===== src/sv/tsgr_pkg.sv =====
// ----------------------------------------------------------------------------
// Touch strip gesture recognizer package
// Item layouts, configuration bundle, register indexes and action codes.
// ----------------------------------------------------------------------------
`default_nettype none

package tsgr_pkg;

   // Pad coordinate that means the pad is not touched
   localparam logic [7:0] NO_TOUCH = 8'd255;

   // Region codes
   localparam logic [2:0] NO_REGION     = 3'd7;
   localparam logic [2:0] CENTER_REGION = 3'd4;
   localparam logic [2:0] LEFT_REGION   = 3'd0;
   localparam logic [2:0] RIGHT_REGION  = 3'd2;

   // Action codes
   localparam logic [3:0] ACT_NONE    = 4'd0;
   localparam logic [3:0] ACT_UP      = 4'd1;
   localparam logic [3:0] ACT_DOWN    = 4'd2;
   localparam logic [3:0] ACT_LEFT    = 4'd3;
   localparam logic [3:0] ACT_RIGHT   = 4'd4;
   localparam logic [3:0] ACT_LAUNCH0 = 4'd5;
   localparam logic [3:0] ACT_CENTER  = 4'd9;

   // Swipe mode codes
   localparam logic [2:0] MODE_LEFT_UP    = 3'd4;
   localparam logic [2:0] MODE_LEFT_DOWN  = 3'd5;
   localparam logic [1:0] SCROLL_NONE     = 2'd0;
   localparam logic [1:0] SCROLL_ONE      = 2'd1;
   localparam logic [1:0] SCROLL_TWO      = 2'd2;

   // Configuration register indexes
   localparam int unsigned CSR_INDEX_W = 3;
   localparam int unsigned CSR_DATA_W  = 16;
   localparam logic [CSR_INDEX_W-1:0] REG_SWIPE_POS   = 3'd0;
   localparam logic [CSR_INDEX_W-1:0] REG_SWIPE_NEG   = 3'd1;
   localparam logic [CSR_INDEX_W-1:0] REG_TAP_WIN     = 3'd2;
   localparam logic [CSR_INDEX_W-1:0] REG_DTAP_WIN    = 3'd3;
   localparam logic [CSR_INDEX_W-1:0] REG_SWIPE_MODE  = 3'd4;
   localparam logic [CSR_INDEX_W-1:0] REG_SPLIT_Y     = 3'd5;

   // Bus widths
   localparam int unsigned REQ_DATA_W = 72;
   localparam int unsigned RSP_DATA_W = 8;

   // Input item, first field in the highest bits
   typedef struct packed {
      logic        call_active;
      logic [31:0] timestamp_ms;
      logic        released;
      logic [7:0]  right_y;
      logic [7:0]  right_x;
      logic [7:0]  left_y;
      logic [7:0]  left_x;
   } req_item_type;

   // Result item, first field in the highest bits
   typedef struct packed {
      logic [1:0] scroll_mode;
      logic [3:0] action;
   } rsp_item_type;

   // Configuration bundle
   typedef struct packed {
      logic [7:0]        swipe_pos_threshold;
      logic signed [8:0] swipe_neg_threshold;
      logic [15:0]       tap_window_ms;
      logic [15:0]       double_tap_window_ms;
      logic [2:0]        swipe_mode;
      logic [7:0]        region_split_y;
   } cfg_type;

endpackage

`default_nettype wire


===== src/sv/touch_strip_gesture_recognizer_top.sv =====
// ----------------------------------------------------------------------------
// Touch strip gesture recognizer top level
// Input register, gesture core and result register on stream channels.
// ----------------------------------------------------------------------------
// Each accepted touch event gives exactly one result item. An event passes
// through the input register and the core and lands in the result register,
// so one event is taken per clock while the result channel does not stall; the
// gesture state in the core is updated as the event moves into the result
// register. The only stall is backpressure on the result channel.
`default_nettype none

module touch_strip_gesture_recognizer_top (
   input  wire logic                             clock,
   input  wire logic                             reset,
   // Input channel; tdata from bit 0: left_x, left_y, right_x, right_y,
   // released, timestamp_ms, call_active, zero fill
   input  wire logic                             req_tvalid,
   output logic                                  req_tready,
   input  wire logic [tsgr_pkg::REQ_DATA_W-1:0]  req_tdata,
   // Result channel; tdata from bit 0: action, scroll_mode, zero fill
   output logic                                  rsp_tvalid,
   input  wire logic                             rsp_tready,
   output logic [tsgr_pkg::RSP_DATA_W-1:0]       rsp_tdata,
   // Configuration write port
   input  wire logic                             csr_we,
   input  wire logic [tsgr_pkg::CSR_INDEX_W-1:0] csr_index,
   input  wire logic [tsgr_pkg::CSR_DATA_W-1:0]  csr_wdata
);
   import tsgr_pkg::*;

   cfg_type      cfg;
   req_item_type in_item_ff;
   logic         in_valid_ff;
   rsp_item_type core_result;
   rsp_item_type out_item_ff;
   logic         out_valid_ff;
   logic         advance;

   // Item moves from input register to result register
   assign advance    = in_valid_ff && (!out_valid_ff || rsp_tready);
   assign req_tready = !in_valid_ff || advance;

   tsgr_csr u_csr (
      .clock     (clock),
      .reset     (reset),
      .csr_we    (csr_we),
      .csr_index (csr_index),
      .csr_wdata (csr_wdata),
      .cfg       (cfg)
   );

   tsgr_core u_core (
      .clock      (clock),
      .reset      (reset),
      .cfg        (cfg),
      .item_valid (advance),
      .item       (in_item_ff),
      .result     (core_result)
   );

   // Input register
   always_ff @(posedge clock) begin
      if (reset) begin
         in_valid_ff <= 1'b0;
      end else if (req_tready) begin
         in_valid_ff <= req_tvalid;
      end
   end

   always_ff @(posedge clock) begin
      if (req_tready && req_tvalid) begin
         in_item_ff <= req_tdata[$bits(req_item_type)-1:0];
      end
   end

   // Result register
   always_ff @(posedge clock) begin
      if (reset) begin
         out_valid_ff <= 1'b0;
      end else if (advance) begin
         out_valid_ff <= 1'b1;
      end else if (rsp_tready) begin
         out_valid_ff <= 1'b0;
      end
   end

   always_ff @(posedge clock) begin
      if (advance) begin
         out_item_ff <= core_result;
      end
   end

   assign rsp_tvalid = out_valid_ff;
   assign rsp_tdata  = {{(RSP_DATA_W - $bits(rsp_item_type)){1'b0}}, out_item_ff};

endmodule

`default_nettype wire


===== src/sv/tsgr_csr.sv =====
// ----------------------------------------------------------------------------
// Touch strip gesture recognizer configuration registers
// Write-only register file with reset defaults.
// ----------------------------------------------------------------------------
`default_nettype none

module tsgr_csr (
   input  wire logic                            clock,
   input  wire logic                            reset,
   input  wire logic                            csr_we,
   input  wire logic [tsgr_pkg::CSR_INDEX_W-1:0] csr_index,
   input  wire logic [tsgr_pkg::CSR_DATA_W-1:0]  csr_wdata,
   output tsgr_pkg::cfg_type                    cfg
);
   import tsgr_pkg::*;

   cfg_type cfg_ff, cfg_in;

   // Decode one register write
   always_comb begin
      cfg_in = cfg_ff;
      if (csr_we) begin
         case (csr_index)
            REG_SWIPE_POS:  cfg_in.swipe_pos_threshold  = csr_wdata[7:0];
            REG_SWIPE_NEG:  cfg_in.swipe_neg_threshold  = csr_wdata[8:0];
            REG_TAP_WIN:    cfg_in.tap_window_ms        = csr_wdata[15:0];
            REG_DTAP_WIN:   cfg_in.double_tap_window_ms = csr_wdata[15:0];
            REG_SWIPE_MODE: cfg_in.swipe_mode           = csr_wdata[2:0];
            REG_SPLIT_Y:    cfg_in.region_split_y       = csr_wdata[7:0];
            default: ;
         endcase
      end
   end

   always_ff @(posedge clock) begin
      if (reset) begin
         cfg_ff.swipe_pos_threshold  <= 8'd20;
         cfg_ff.swipe_neg_threshold  <= -9'sd20;
         cfg_ff.tap_window_ms        <= 16'd300;
         cfg_ff.double_tap_window_ms <= 16'd500;
         cfg_ff.swipe_mode           <= 3'd3;
         cfg_ff.region_split_y       <= 8'd50;
      end else begin
         cfg_ff <= cfg_in;
      end
   end

   assign cfg = cfg_ff;

endmodule

`default_nettype wire


===== src/sv/tsgr_core.sv =====
// ----------------------------------------------------------------------------
// Touch strip gesture recognizer core
// Gesture state and the single-pass swipe and tap decision for one item.
// ----------------------------------------------------------------------------
`default_nettype none

module tsgr_core (
   input  wire logic              clock,
   input  wire logic              reset,
   input  tsgr_pkg::cfg_type      cfg,
   input  wire logic              item_valid,
   input  tsgr_pkg::req_item_type item,
   output tsgr_pkg::rsp_item_type result
);
   import tsgr_pkg::*;

   // Gesture state
   logic        prev_valid_ff, prev_valid_in;
   logic [7:0]  prev_x_ff, prev_x_in;
   logic [7:0]  prev_y_ff, prev_y_in;
   logic        prev_left_ff, prev_left_in;
   logic [2:0]  down_region_ff, down_region_in;
   logic [2:0]  tap_region_ff, tap_region_in;
   logic [31:0] down_time_ff, down_time_in;
   logic [31:0] tap_time_ff, tap_time_in;
   logic        single_tap_ff, single_tap_in;

   logic              center, left_side, handled;
   logic [7:0]        pos_x, pos_y;
   logic signed [9:0] xd, yd, pos_thr, neg_thr;
   logic [8:0]        abs_xd, abs_yd;
   logic [2:0]        region;
   logic [31:0]       press_age, tap_age;
   logic              tap_ok, dtap_ok;
   logic [3:0]        action;
   logic [1:0]        mode;

   // Effective scroll mode for the side of the press
   function automatic logic [1:0] map_mode(input logic [2:0] sel, input logic left);
      logic [1:0] m;
      begin
         case (sel)
            3'd0, 3'd1, 3'd2, 3'd3: m = sel[1:0];
            MODE_LEFT_UP:           m = left ? SCROLL_ONE : SCROLL_TWO;
            MODE_LEFT_DOWN:         m = left ? SCROLL_TWO : SCROLL_ONE;
            default:                m = SCROLL_NONE;
         endcase
         return m;
      end
   endfunction

   // Position decode
   always_comb begin
      center    = (item.left_x == NO_TOUCH) && (item.left_y == NO_TOUCH) &&
                  (item.right_x == NO_TOUCH) && (item.right_y == NO_TOUCH);
      left_side = (item.left_x != NO_TOUCH) && (item.left_y != NO_TOUCH);
      pos_x     = left_side ? item.left_x : item.right_x;
      pos_y     = left_side ? item.left_y : item.right_y;
      region    = left_side ? LEFT_REGION : RIGHT_REGION;
      if (pos_y > cfg.region_split_y) region = region + 3'd1;
      if (center) region = CENTER_REGION;
   end

   // Differences and timing windows
   always_comb begin
      xd        = $signed({2'b00, pos_x}) - $signed({2'b00, prev_x_ff});
      yd        = $signed({2'b00, pos_y}) - $signed({2'b00, prev_y_ff});
      abs_xd    = xd[9] ? 9'(-xd) : xd[8:0];
      abs_yd    = yd[9] ? 9'(-yd) : yd[8:0];
      pos_thr   = $signed({2'b00, cfg.swipe_pos_threshold});
      neg_thr   = 10'(cfg.swipe_neg_threshold);
      press_age = item.timestamp_ms - down_time_ff;
      tap_age   = item.timestamp_ms - tap_time_ff;
      tap_ok    = (down_region_ff != NO_REGION) &&
                  (press_age < {16'd0, cfg.tap_window_ms});
      dtap_ok   = single_tap_ff && (tap_region_ff == region) &&
                  (tap_age < {16'd0, cfg.double_tap_window_ms});
   end

   // Gesture decision and next state
   always_comb begin
      prev_valid_in  = prev_valid_ff;
      prev_x_in      = prev_x_ff;
      prev_y_in      = prev_y_ff;
      prev_left_in   = prev_left_ff;
      down_region_in = down_region_ff;
      tap_region_in  = tap_region_ff;
      down_time_in   = down_time_ff;
      tap_time_in    = tap_time_ff;
      single_tap_in  = single_tap_ff;
      action         = ACT_NONE;
      mode           = SCROLL_NONE;
      handled        = 1'b0;

      if (!item.call_active) begin
         // Swipe test on release
         if (item.released) begin
            if (prev_valid_ff) begin
               if (center) begin
                  action = prev_left_ff ? ACT_RIGHT : ACT_LEFT;
               end else if (prev_left_ff == left_side) begin
                  if (abs_xd <= abs_yd) begin
                     if (yd > pos_thr)      action = ACT_DOWN;
                     else if (yd < neg_thr) action = ACT_UP;
                  end else begin
                     if (xd > pos_thr)      action = ACT_RIGHT;
                     else if (xd < neg_thr) action = ACT_LEFT;
                  end
               end
               if (action != ACT_NONE) begin
                  handled = 1'b1;
                  mode    = map_mode(cfg.swipe_mode, prev_left_ff);
               end
            end
            prev_valid_in = 1'b0;
         end else begin
            // Press or move
            if (!center) begin
               prev_left_in  = left_side;
               prev_x_in     = pos_x;
               prev_y_in     = pos_y;
               prev_valid_in = 1'b1;
            end
            down_region_in = region;
            down_time_in   = item.timestamp_ms;
         end

         // Tap tracking
         if (handled) begin
            down_region_in = NO_REGION;
            tap_region_in  = NO_REGION;
            tap_time_in    = 32'd0;
            single_tap_in  = 1'b0;
            down_time_in   = 32'd0;
         end else if (item.released) begin
            if (tap_ok && (region == down_region_ff)) begin
               if (dtap_ok) begin
                  action = (region < CENTER_REGION) ? ACT_LAUNCH0 + {1'b0, region}
                                                    : ACT_CENTER;
                  down_region_in = NO_REGION;
                  tap_region_in  = NO_REGION;
                  tap_time_in    = 32'd0;
                  single_tap_in  = 1'b0;
                  down_time_in   = 32'd0;
               end else begin
                  tap_region_in  = region;
                  down_region_in = region;
                  single_tap_in  = 1'b1;
                  tap_time_in    = down_time_ff;
               end
            end else begin
               down_region_in = NO_REGION;
               tap_region_in  = NO_REGION;
               tap_time_in    = 32'd0;
               single_tap_in  = 1'b0;
            end
         end
      end

      result.action      = action;
      result.scroll_mode = mode;
   end

   // State update once per item
   always_ff @(posedge clock) begin
      if (reset) begin
         prev_valid_ff  <= 1'b0;
         prev_x_ff      <= 8'd0;
         prev_y_ff      <= 8'd0;
         prev_left_ff   <= 1'b0;
         down_region_ff <= NO_REGION;
         tap_region_ff  <= NO_REGION;
         down_time_ff   <= 32'd0;
         tap_time_ff    <= 32'd0;
         single_tap_ff  <= 1'b0;
      end else if (item_valid) begin
         prev_valid_ff  <= prev_valid_in;
         prev_x_ff      <= prev_x_in;
         prev_y_ff      <= prev_y_in;
         prev_left_ff   <= prev_left_in;
         down_region_ff <= down_region_in;
         tap_region_ff  <= tap_region_in;
         down_time_ff   <= down_time_in;
         tap_time_ff    <= tap_time_in;
         single_tap_ff  <= single_tap_in;
      end
   end

endmodule

`default_nettype wire

===== config.mk =====
export PLATFORM = sky130hd
export DESIGN_NAME = touch_strip_gesture_recognizer_top
export DESIGN_NICKNAME = d
export VERILOG_FILES = /design/src/sv/tsgr_pkg.sv /design/src/sv/touch_strip_gesture_recognizer_top.sv /design/src/sv/tsgr_csr.sv /design/src/sv/tsgr_core.sv
export SDC_FILE = /design/constraint.sdc
export NUM_CORES = 1
export LEC_CHECK = 0
export ABC_AREA = 1
export BUFFER_PORTS_ARGS = -buffer_cell sky130_fd_sc_hd__buf_2
export CAP_MARGIN = 10
export CORE_UTILIZATION = 35
export DETAILED_ROUTE_END_ITERATION = 16
export PLACE_DENSITY = 0.52
export SLEW_MARGIN = 10
export SYNTH_ARGS = -nofsm -noshare
export SYNTH_HDL_FRONTEND = slang
export SYNTH_SLANG_ARGS = --single-unit

===== constraint.sdc =====
create_clock -name clock -period 11.02 [get_ports clock]
set_clock_uncertainty 0.2 [all_clocks]
set_input_delay 0.551 -clock clock [delete_from_list [all_inputs] [get_ports clock]]
set_output_delay 0.551 -clock clock [all_outputs]
set_load 0.02 [all_outputs]

==> flow_summary.yaml, run 1 <==
sta:
  finalHoldViolCount: 0
  fmax_mhz: 138.3
  period_minus_slack_ns: 7.230
  setup_viol: 0
  finalSetupTns_ns: 0
  rsz0062_at_grt: "no"
  drv_slew: 0
  maxSlewHeadroom_pct: 32.00
  period_share_pct: 65.61
  worst_pin_slew_ns: 1.016
global_route:
  grt_first_pass_wirelength_um: 80650
  grtUsageMet3_pct: 2.689
  top_usage_layer: "met2"
  grt_use_met2_pct: 33.79
  grt_pass1_vias: 14610
  antenna_found_initial: 1
  grt_max_degree: 67
  globalRoute.totalOverflow: 0
  track_usage_pct: 21.73
  use_met1_pct: 32.19
route:
  drc: 0
  wl_per_cell_um: 16.31
  ant_nets: 0
  drt_wl_total_um: 52000
  vias_per_cell: 4.900
  vias: 15620
  drt_iter0_markers: 1085
  drtPass1Iterations: 7
final_layout:
  ff_latch_area_um2: 5185
  syn_to_final_growth_pct: 15.68
  multi_input_area_um2: 9618
  num_antenna_cells: 0
  nNetsFinal: 2821
  fill_cells: 4875
  final_core_util_pct: 41.05
  layout-drive-gt1-share_pct: 8.136
synthesis:
  ys_seq_area_share_pct: 31.45
  synthDistinctLibCells: 51
  async_flop_share_pct: 0
  synth.avg_cell_area_um2: 6.840
  synth_seq_cells: 223
  synth_edf_count: 72
  synth_warnings: 0
  ys.flop_type: "dfxtp_1"
  synthCells: 2410
  synth_area_um2: 16480
power_and_ir_drop:
  power.switching_uw: 753.8
  p_int_uw: 1584
  power_density_nw_per_um2: 122.6
  p_sw_share_pct: 32.25
  vdd_drop_max_v: 0.0001176
  p_leak_uw: 0.008888
  fin_total_pwr_uw: 2338
  seqPwrFrac_pct: 38.6
  p_comb_share_pct: 23.3
  clkPwrFrac_pct: 38.0
setup_path:
  worstSetupStartpointType: "flip-flop"
  required_ns: 11.16
  cpMostUsedCell: "nand2_1"
  rr_startpoint: "in_item_ff[7]$_DFFE_PP_"
  crit_slowest_cell: "nand2_1"
  timing.rr.end: "rsp_tdata[1]$_SDFFCE_PP0P_"
  rrSetupSlack_ns: 3.79
  crit_type: "flip-flop to flip-flop"
  end_kind: "flip-flop"
  path_delay_family: "simple AND/OR/NAND/NOR gates"
  reg2regPathDepth: 34
  worstPathMaxFanout: 39
  cp.arrival_ns: 7.37
  critical_path.max_stage_delay_ns: 0.71
  path_buf_inv: 4
cts:
  numCtsBuffers: 27
  clock_latency_ns: 0.58
  cts_tree: "done"
  clock_path_buffers: 3
  postCtsSetupBuffers: 0
  cts_root_buf: "clkbuf_16"
  cts.sinks: 223
  htreeDepth: 1
  clk_pin_slew_ns: 0.06
  ctsResizeCount: 0
worst_hold_path:
  hold_start: "csr_wdata[8]"
  hold_depth: 3
  hold-path-endpoint: "u_csr.cfg[19]$_SDFFE_PP1P_"
  hp-class: "primary input to flip-flop"
placed_design:
  gp_congestion: 0.8988
  port_buffers: 97
  post-dp-hpwl_um: 40980
die:
  die_width_um: 219.0
  ioPinCount: 106
  fp.dieH_um: 219.0
  die_area_um2: 47970
  start_util_pct: 35.48
  num_rows: 79
  core_um2: 46460
run:
  maxCapViolCount: 0
outcome:
  status: "complete, no violations"
==> cells in the final DEF (no fill, tap or decap), drive strengths merged <==
master | netlist | routed
nand2 | 743 | 743
inv | 384 | 386
nor2 | 237 | 237
a21oi | 185 | 185
ha | 161 | 161
dfxtp | 151 | 151
buf | 15 | 103
nand3 | 101 | 101
o21ai | 89 | 89
edfxtp | 72 | 72
dlygate4sd3 | 0 | 66
xor2 | 49 | 49
clkbuf | 34 | 32
o22ai | 30 | 30
nand4 | 29 | 29
nor3 | 24 | 24
o211ai | 18 | 18
a211oi | 13 | 13
xnor2 | 11 | 11
clkinv | 1 | 11
nand3b | 9 | 9
o21bai | 8 | 8
a21o | 6 | 6
a31oi | 6 | 6
o21a | 5 | 5
fa | 4 | 4
clkinvlp | 0 | 4
or2 | 4 | 4
and2 | 3 | 3
o31ai | 3 | 3
nor4 | 3 | 3
a21boi | 3 | 3
nor3b | 3 | 3
mux2i | 2 | 2
o2111ai | 2 | 2
conb | 1 | 2
bufinv | 0 | 2
or3 | 1 | 1
==> cells in the mapped netlist (4+ instances only) <==
master | instances | area share, %
nand2_1 | 724 | 16
inv_1 | 381 | 8.7
nor2_1 | 234 | 5.3
a21oi_1 | 185 | 5.6
ha_1 | 161 | 12
dfxtp_1 | 151 | 18
nand3_1 | 101 | 3.1
o21ai_0 | 82 | 2.5
edfxtp_1 | 72 | 13
xor2_1 | 49 | 2.6
clkbuf_1 | 34 | 0.77
o22ai_2 | 29 | 2.2
nand4_1 | 28 | 1.1
nor3_1 | 23 | 0.70
nand2_2 | 18 | 0.68
o211ai_1 | 18 | 0.82
a211oi_1 | 13 | 0.59
xnor2_1 | 11 | 0.58
nand3b_1 | 9 | 0.41
o21bai_1 | 8 | 0.36
a21o_1 | 6 | 0.27
a31oi_1 | 6 | 0.23
buf_6 | 6 | 0.41
o21a_1 | 5 | 0.23
o21ai_1 | 5 | 0.15
buf_2 | 4 | 0.12
fa_1 | 4 | 0.49
==> worst reg2reg max path: cells and delay by family (launching register included) <==
| family | cells | cell delay, ns |
|---|---|---|
| xor+xnor | 2 | 0.80 |
| simple gates | 20 | 2.91 |
| flops | 1 | 0.36 |
| buf+inv | 4 | 1.11 |
| fa+ha+maj | 2 | 0.65 |
| compound gates | 6 | 0.96 |
==> registers in the layout, indices dropped and copies added, names as in the netlist, 3 cells and up <==
| signal | count |
|---|---|
| rsp_tdata | 6 |
| in_item_ff | 66 |
| u_core.prev_y_ff | 8 |
| u_core.prev_x_ff | 8 |
| u_core.down_region_ff | 3 |
| u_core.tap_region_ff | 3 |
| u_csr.cfg | 60 |
| u_core.tap_time_ff | 32 |
| u_core.down_time_ff | 32 |
==> cell type report <==
| class | instances | area share [%] |
|---|---|---|
| Timing Repair Buffer | 169 | 6.246 |
| Multi-Input combinational cell | 1754 | 50.44 |
| Tap cell | 607 | 3.983 |
| Inverter | 385 | 7.578 |
| Sequential cell | 223 | 27.19 |
| Clock buffer | 32 | 3.694 |
| Clock inverter | 18 | 0.8727 |
==> routing by layer <==
metal	vias up	wire length (um)
met4	0	717
met2	331	22150
li1	8053	-
met1	7192	26310
met5	-	0
met3	45	2826
==> power by group through the flow <==
stage	clock network (uW)	logic (uW)	registers [uW]
4_1_cts	911	546	902
5_1_grt	944	623	905
3_5_place_dp	0	525	920
6_report	889	546	903
2_1_floorplan	0	375	910
3_3_place_gp	0	515	920
==> metrics by stage <==
stage / instance area, um^2 / setup slack, ns / instances / hold WS [ns]
floorplan: 16490 / 5.629 / 2411 / 0.2331
detailed placement: 17540 / 3.870 / 3072 / 0.2546
CTS: 19070 / 3.852 / 3188 / 0.01418
finish: 19070 / 3.790 / 3188 / 0.04032
global placement: 17540 / 3.953 / 3072 / 0.2476
global route: 19070 / 3.047 / 3188 / 0.03613
==> worst max path at each step <==
stage | from | cells past startpoint | slack, ns | to
finish | in_item_ff[7]$_DFFE_PP_ | 34 | 3.79 | rsp_tdata[1]$_SDFFCE_PP0P_
global route | in_item_ff[15]$_DFFE_PP_ | 34 | 3.05 | rsp_tdata[1]$_SDFFCE_PP0P_
CTS | in_item_ff[2]$_DFFE_PP_ | 34 | 3.85 | rsp_tdata[1]$_SDFFCE_PP0P_
detailed placement | in_item_ff[2]$_DFFE_PP_ | 34 | 3.87 | rsp_tdata[1]$_SDFFCE_PP0P_
global placement | in_item_ff[2]$_DFFE_PP_ | 34 | 3.95 | rsp_tdata[1]$_SDFFCE_PP0P_
floorplan | in_item_ff[8]$_DFFE_PP_ | 32 | 5.63 | rsp_tdata[1]$_SDFFCE_PP0P_
==> logic make-up (layout without fill, tap and decap cells) <==
family                   after synthesis  count (layout)  share of synthesized area [%]
AO/OA/AOI/OAI                        368             368                          13.49
XOR/XNOR                              60              60                          3.188
adder cells (fa/ha/maj)              165             165                          12.71
buffers and inverters                434             604                          10.25
flip-flops                           223             223                          31.45
multiplexers                           2               2                         0.1214
other                                  1               2                        0.02275
AND/OR/NAND/NOR                     1157            1157                          28.77
==> repair_timing <==
item	in CTS	in global routing
endpoints found under the setup margin	0	0
hold endpoints to repair	66	0
hold buffers	66	0
Power figures use the tool's default switching activity.
==> inputs of run 2 (changes only) <==
--- a/config.mk
+++ b/config.mk
@@ -10,7 +10,7 @@
 export CAP_MARGIN = 10
 export CORE_UTILIZATION = 35
 export DETAILED_ROUTE_END_ITERATION = 16
-export PLACE_DENSITY = 0.52
+export PLACE_DENSITY = 0.54
 export SLEW_MARGIN = 10
 export SYNTH_ARGS = -nofsm -noshare
 export SYNTH_HDL_FRONTEND = slang
==> constraint.sdc (replaced) <==
create_clock -name clock -period 6.65 [get_ports clock]
set_clock_uncertainty 0.2 [all_clocks]
set_input_delay 0.3325 -clock clock [delete_from_list [all_inputs] [get_ports clock]]
set_output_delay 0.3325 -clock clock [all_outputs]
set_load 0.02 [all_outputs]
==> flow_summary.yaml, run 2 (synthesized netlist as in run 1, its figures left out) <==
outcome:
  status: "complete, no violations"
final_layout:
  multi_input_area_um2: 9618
  final_common_cell: "nand2_1"
  largest_reg_flops: 66
  syn_to_final_growth_pct: 17.46
  top_register: "in_item_ff"
  ff_latch_area_um2: 5185
  layout-drive-gt1-share_pct: 8.445
  nNetsFinal: 2845
  fill_cells: 4830
  layout_common_cells: "nand2_1, inv_1, nor2_1"
  final_core_util_pct: 41.68
placed_design:
  post-dp-hpwl_um: 40320
  post-place-ws_ns: 0.6559
  gp_congestion: 0.9221
  port_buffers: 97
die:
  die_area_um2: 47970
  num_rows: 79
  ioPinCount: 106
  core_um2: 46460
  start_util_pct: 35.48
  die_width_um: 219.0
  fp.dieH_um: 219.0
global_route:
  grt_pass1_vias: 14750
  track_usage_pct: 21.58
  antenna_found_initial: 2
  grt_first_pass_wirelength_um: 80600
  grt_max_degree: 64
  globalRoute.totalOverflow: 0
setup_path:
  critPathLaunch: "in_item_ff[2]$_DFFE_PP_"
  critical_path.endpoint: "u_core.down_region_ff[1]$_SDFFE_PP1P_"
  reg2regPathDepth: 32
  timing.rr.end: "u_core.down_region_ff[1]$_SDFFE_PP1P_"
  path_delay_family: "simple AND/OR/NAND/NOR gates"
  cpMostUsedCell: "nand2_1"
  critical_path.max_stage_delay_ns: 0.46
  path_buf_inv: 7
  crit_type: "flip-flop to flip-flop"
  worstSetupStartpointType: "flip-flop"
  worstPathMaxFanout: 37
  required_ns: 6.91
  crit_slowest_cell: "fa_1"
  cp.arrival_ns: 6.30
  rr_startpoint: "in_item_ff[2]$_DFFE_PP_"
  end_kind: "flip-flop"
  rrSetupSlack_ns: 0.61
  worst-path-stages: 32
route:
  drt_iter0_markers: 1109
  vias_per_cell: 4.898
  ant_nets: 0
  wl_per_cell_um: 16.01
  drt_wl_total_um: 51430
  drtPass1Iterations: 7
  drc: 0
  vias: 15740
sta:
  fmax_mhz: 165.4
  maxSlewHeadroom_pct: 31.18
  period_minus_slack_ns: 6.044
  fin_ws_ns: 0.6056
  finalHoldViolCount: 0
  setup_viol: 0
  period_share_pct: 90.89
  drv_slew: 0
  finalSetupTns_ns: 0
  rsz0062_at_grt: "no"
  hold-worst-slack_ns: 0.05710
  worst_pin_slew_ns: 1.028
run:
  maxCapViolCount: 0
cts:
  clock_path_buffers: 3
  cts_tree: "done"
  clk_pin_slew_ns: 0.06
  cts_root_buf: "clkbuf_16"
  htreeDepth: 1
  ctsResizeCount: 0
  postCtsSetupBuffers: 0
  numCtsBuffers: 27
  cts.sinks: 223
  clock_latency_ns: 0.57
power_and_ir_drop:
  vdd_drop_max_v: 0.0001795
  clkPwrFrac_pct: 39.0
  p_int_uw: 2714
  seqPwrFrac_pct: 37.9
  power_density_nw_per_um2: 203.9
  power.switching_uw: 1234
  p_sw_share_pct: 31.25
  p_leak_uw: 0.009032
  p_comb_share_pct: 23.1
worst_hold_path:
  hp-class: "primary input to flip-flop"
-- run 2: how the worst min path moves through the flow --
stage	start	to	slack, ns	cells after the start
finish	csr_index[2]	u_csr.cfg[54]$_SDFFE_PP1P_	0.06	5
global route	csr_index[2]	u_csr.cfg[50]$_SDFFE_PP1P_	0.08	5
CTS	csr_index[2]	u_csr.cfg[8]$_SDFFE_PP1P_	0.02	5
detailed placement	u_core.down_time_ff[21]$_SDFFE_PP0P_	u_core.down_time_ff[21]$_SDFFE_PP0P_	0.26	2
global placement	u_core.prev_y_ff[7]$_SDFFE_PP0P_	u_core.prev_y_ff[7]$_SDFFE_PP0P_	0.25	2
floorplan	req_tdata[0]	in_item_ff[0]$_DFFE_PP_	0.23	0
-- run 2: area by class of cell --
| cell class | count | area share [%] |
|---|---|---|
| Timing Repair Buffer | 193 | 7.315 |
| Multi-Input combinational cell | 1754 | 49.67 |
| Clock buffer | 38 | 4.123 |
| Inverter | 385 | 7.464 |
| Antenna cell | 1 | 0.01292 |
| Clock inverter | 12 | 0.7108 |
| Tap cell | 607 | 3.922 |
| Sequential cell | 223 | 26.78 |
-- run 2: timing repair --
item / in CTS / in global routing
endpoints found under the hold margin: 126 / 0
setup endpoints to repair: 0 / 0
hold buffers: 84 / 0
-- run 2: power groups by stage --
| stage | Clock, uW | Sequential [uW] | Combinational [uW] |
|---|---|---|---|
| final | 1540 | 1500 | 910 |
| after global routing | 1630 | 1500 | 1040 |
| after CTS | 1580 | 1500 | 908 |
| after detailed placement | 0 | 1530 | 866 |
| after global placement | 0 | 1520 | 850 |
| after floorplan | 0 | 1510 | 622 |
-- run 2: worst register-to-register path: cells and delay by family (launching register included) --
family | cells | cell delay, ns
buffers and inverters | 7 | 1.20
AO/OA/AOI/OAI | 5 | 1.25
AND/OR/NAND/NOR | 16 | 1.62
adder cells (fa/ha/maj) | 2 | 0.78
flip-flops | 1 | 0.39
XOR/XNOR | 2 | 0.50
-- run 2: routing by layer --
| layer | track usage [%] | wire length [um] |
|---|---|---|
| met1 | 31.58 | 25850 |
| met2 | 33.49 | 22080 |
| met3 | 2.869 | 2710 |
| met4 | 4.537 | 779 |
| met5 | 0 | 13 |
-- run 2: metrics by stage --
stage          instances  area [um^2]  total power [uW]
6_report            3213        19360              3948
5_1_grt             3212        19360              4176
4_1_cts             3212        19360              3982
3_5_place_dp        3078        17580              2392
3_3_place_gp        3078        17580              2374
2_1_floorplan       2411        16490              2130
==> inputs of run 3 (changes only) <==
==> constraint.sdc (replaced) <==
create_clock -name clock -period 6.65 [get_ports clock]
set_clock_uncertainty 0.2 [all_clocks]
set_input_delay 0.665 -clock clock [delete_from_list [all_inputs] [get_ports clock]]
set_output_delay 0.665 -clock clock [all_outputs]
set_load 0.02 [all_outputs]
==> flow_summary.yaml, run 3 (synthesized netlist as in run 1, its figures left out) <==
sta:
  rsz0062_at_grt: "no"
  fmax_mhz: 167.4
  drv_slew: 0
  setup_viol: 0
  worst_pin_slew_ns: 1.017
  maxSlewHeadroom_pct: 31.95
  period_minus_slack_ns: 5.973
  finalSetupTns_ns: 0
  period_share_pct: 89.81
  finalHoldViolCount: 0
final_layout:
  final_common_cell: "nand2_1"
  layout-drive-gt1-share_pct: 8.452
  nNetsFinal: 2760
  top_register: "in_item_ff"
  num_antenna_cells: 0
  stdcell_area_um2: 18530
  multi_input_area_um2: 9618
  syn_to_final_growth_pct: 12.39
  largest_reg_flops: 66
  layout_common_cells: "nand2_1, inv_1, nor2_1"
  fill_cells: 4965
  ff_latch_area_um2: 5185
cts:
  clock_latency_ns: 0.58
  ctsResizeCount: 0
  numCtsBuffers: 27
  postCtsSetupBuffers: 0
  cts_root_buf: "clkbuf_16"
  clock_path_buffers: 3
  cts_tree: "done"
  cts.sinks: 223
  ctsHoldBuffers: 0
  htreeDepth: 1
  clk_pin_slew_ns: 0.06
placed_design:
  post-dp-hpwl_um: 40420
  port_buffers: 97
  gp_congestion: 0.9110
  post_dp_cell_area_um2: 17590
setup_path:
  required_ns: 6.77
  cp.arrival_ns: 6.10
  crit_type: "flip-flop to flip-flop"
  timing.rr.end: "rsp_tdata[1]$_SDFFCE_PP0P_"
  worstPathMaxFanout: 12
  cpMostUsedCell: "nand2_1"
  crit_slowest_cell: "fa_1"
  critical_path.endpoint: "rsp_tdata[1]$_SDFFCE_PP0P_"
  rr_startpoint: "in_item_ff[2]$_DFFE_PP_"
  worstSetupStartpointType: "flip-flop"
  rrSetupSlack_ns: 0.68
  end_kind: "flip-flop"
  critical_path.max_stage_delay_ns: 0.45
  reg2regPathDepth: 31
  critPathLaunch: "in_item_ff[2]$_DFFE_PP_"
global_route:
  antenna_found_initial: 3
  grt_pass1_vias: 14230
  grt_max_degree: 67
  track_usage_pct: 20.95
  globalRoute.totalOverflow: 0
  grt_first_pass_wirelength_um: 77800
route:
  ant_nets: 0
  drt_wl_total_um: 50360
  vias: 15390
  wl_per_cell_um: 16.11
  drt_iter0_markers: 1037
  drtPass1Iterations: 5
  vias_per_cell: 4.923
  drc: 0
power_and_ir_drop:
  power.switching_uw: 1223
  seqPwrFrac_pct: 37.9
  p_sw_share_pct: 30.94
  power_density_nw_per_um2: 213.3
  clkPwrFrac_pct: 40.1
  vdd_drop_max_v: 0.0002771
  p_leak_uw: 0.008678
  p_int_uw: 2730
  p_comb_share_pct: 22.1
die:
  die_area_um2: 47970
  num_rows: 79
  die_width_um: 219.0
  core_um2: 46460
  fp.dieH_um: 219.0
  ioPinCount: 106
  start_util_pct: 35.48
run:
  maxCapViolCount: 0
worst_hold_path:
  hp-class: "primary input to flip-flop"
outcome:
  status: "complete, no violations"
[run 3: changes by cell type in the layout (fill, tap and decap cells not counted), sizes merged]
cell	delta
buf	-1
bufinv	+3
clkinv	-1
clkinvlp	-1
diode	-1
dlygate4sd3	-84
inv	-1
[run 3: how the worst min path moves through the flow]
stage / from / to / slack, ns / cells past startpoint
2_1_floorplan: u_core.prev_x_ff[7]$_SDFFE_PP0P_ / u_core.prev_x_ff[7]$_SDFFE_PP0P_ / 0.23 / 2
3_3_place_gp: u_core.prev_y_ff[7]$_SDFFE_PP0P_ / u_core.prev_y_ff[7]$_SDFFE_PP0P_ / 0.25 / 2
3_5_place_dp: u_core.prev_y_ff[7]$_SDFFE_PP0P_ / u_core.prev_y_ff[7]$_SDFFE_PP0P_ / 0.25 / 2
4_1_cts: req_tdata[35] / in_item_ff[35]$_DFFE_PP_ / 0.04 / 1
5_1_grt: req_tdata[51] / in_item_ff[51]$_DFFE_PP_ / 0.04 / 1
6_report: req_tdata[51] / in_item_ff[51]$_DFFE_PP_ / 0.06 / 1
[run 3: critical path: cells and delay by family, from the launching register on]
kind	cells	cell delay [ns]
AOI/OAI and AO/OA	7	1.58
xor gates and xnor gates	2	0.50
adders and majority gates	2	0.76
buffers and inverters	6	0.76
DFF	1	0.38
and+or+nand+nor	14	1.53
[run 3: through the flow]
step	worst slack (ns)	total power (uW)	hold WS [ns]	util (%)	std cells
final	0.6775	3952	0.06470	39.88	3127
after global routing	0.08464	4167	0.04215	39.88	3127
after CTS	0.6656	3981	0.03932	39.88	3127
after detailed placement	0.7293	2392	0.2540	37.86	3077
after global placement	0.8257	2373	0.2479	37.86	3077
after floorplan	1.259	2130	0.2331	-	2411
[run 3: cell type report]
| class | instances | area share, % |
|---|---|---|
| clock inverters | 12 | 1.094 |
| inverters | 385 | 7.800 |
| flip-flops and latches | 223 | 27.98 |
| clock buffers | 38 | 3.978 |
| repair buffers | 108 | 3.133 |
| multi-input cells | 1754 | 51.91 |
| well taps | 607 | 4.099 |
[run 3: power groups by stage]
stage	Sequential [uW]	Combinational (uW)	Clock, uW
2_1_floorplan	1510	622	0
3_3_place_gp	1520	849	0
3_5_place_dp	1520	868	0
4_1_cts	1500	872	1610
5_1_grt	1500	999	1670
6_report	1500	872	1580
[run 3: per-layer routing]
metal | vias up | track usage [%] | share of wire [%]
li1 | 7930 | - | -
met1 | 7076 | 31.05 | 51
met2 | 340 | 31.65 | 42
met3 | 47 | 3.091 | 5.7
met4 | 0 | 4.769 | 1.7
met5 | - | 0 | 0
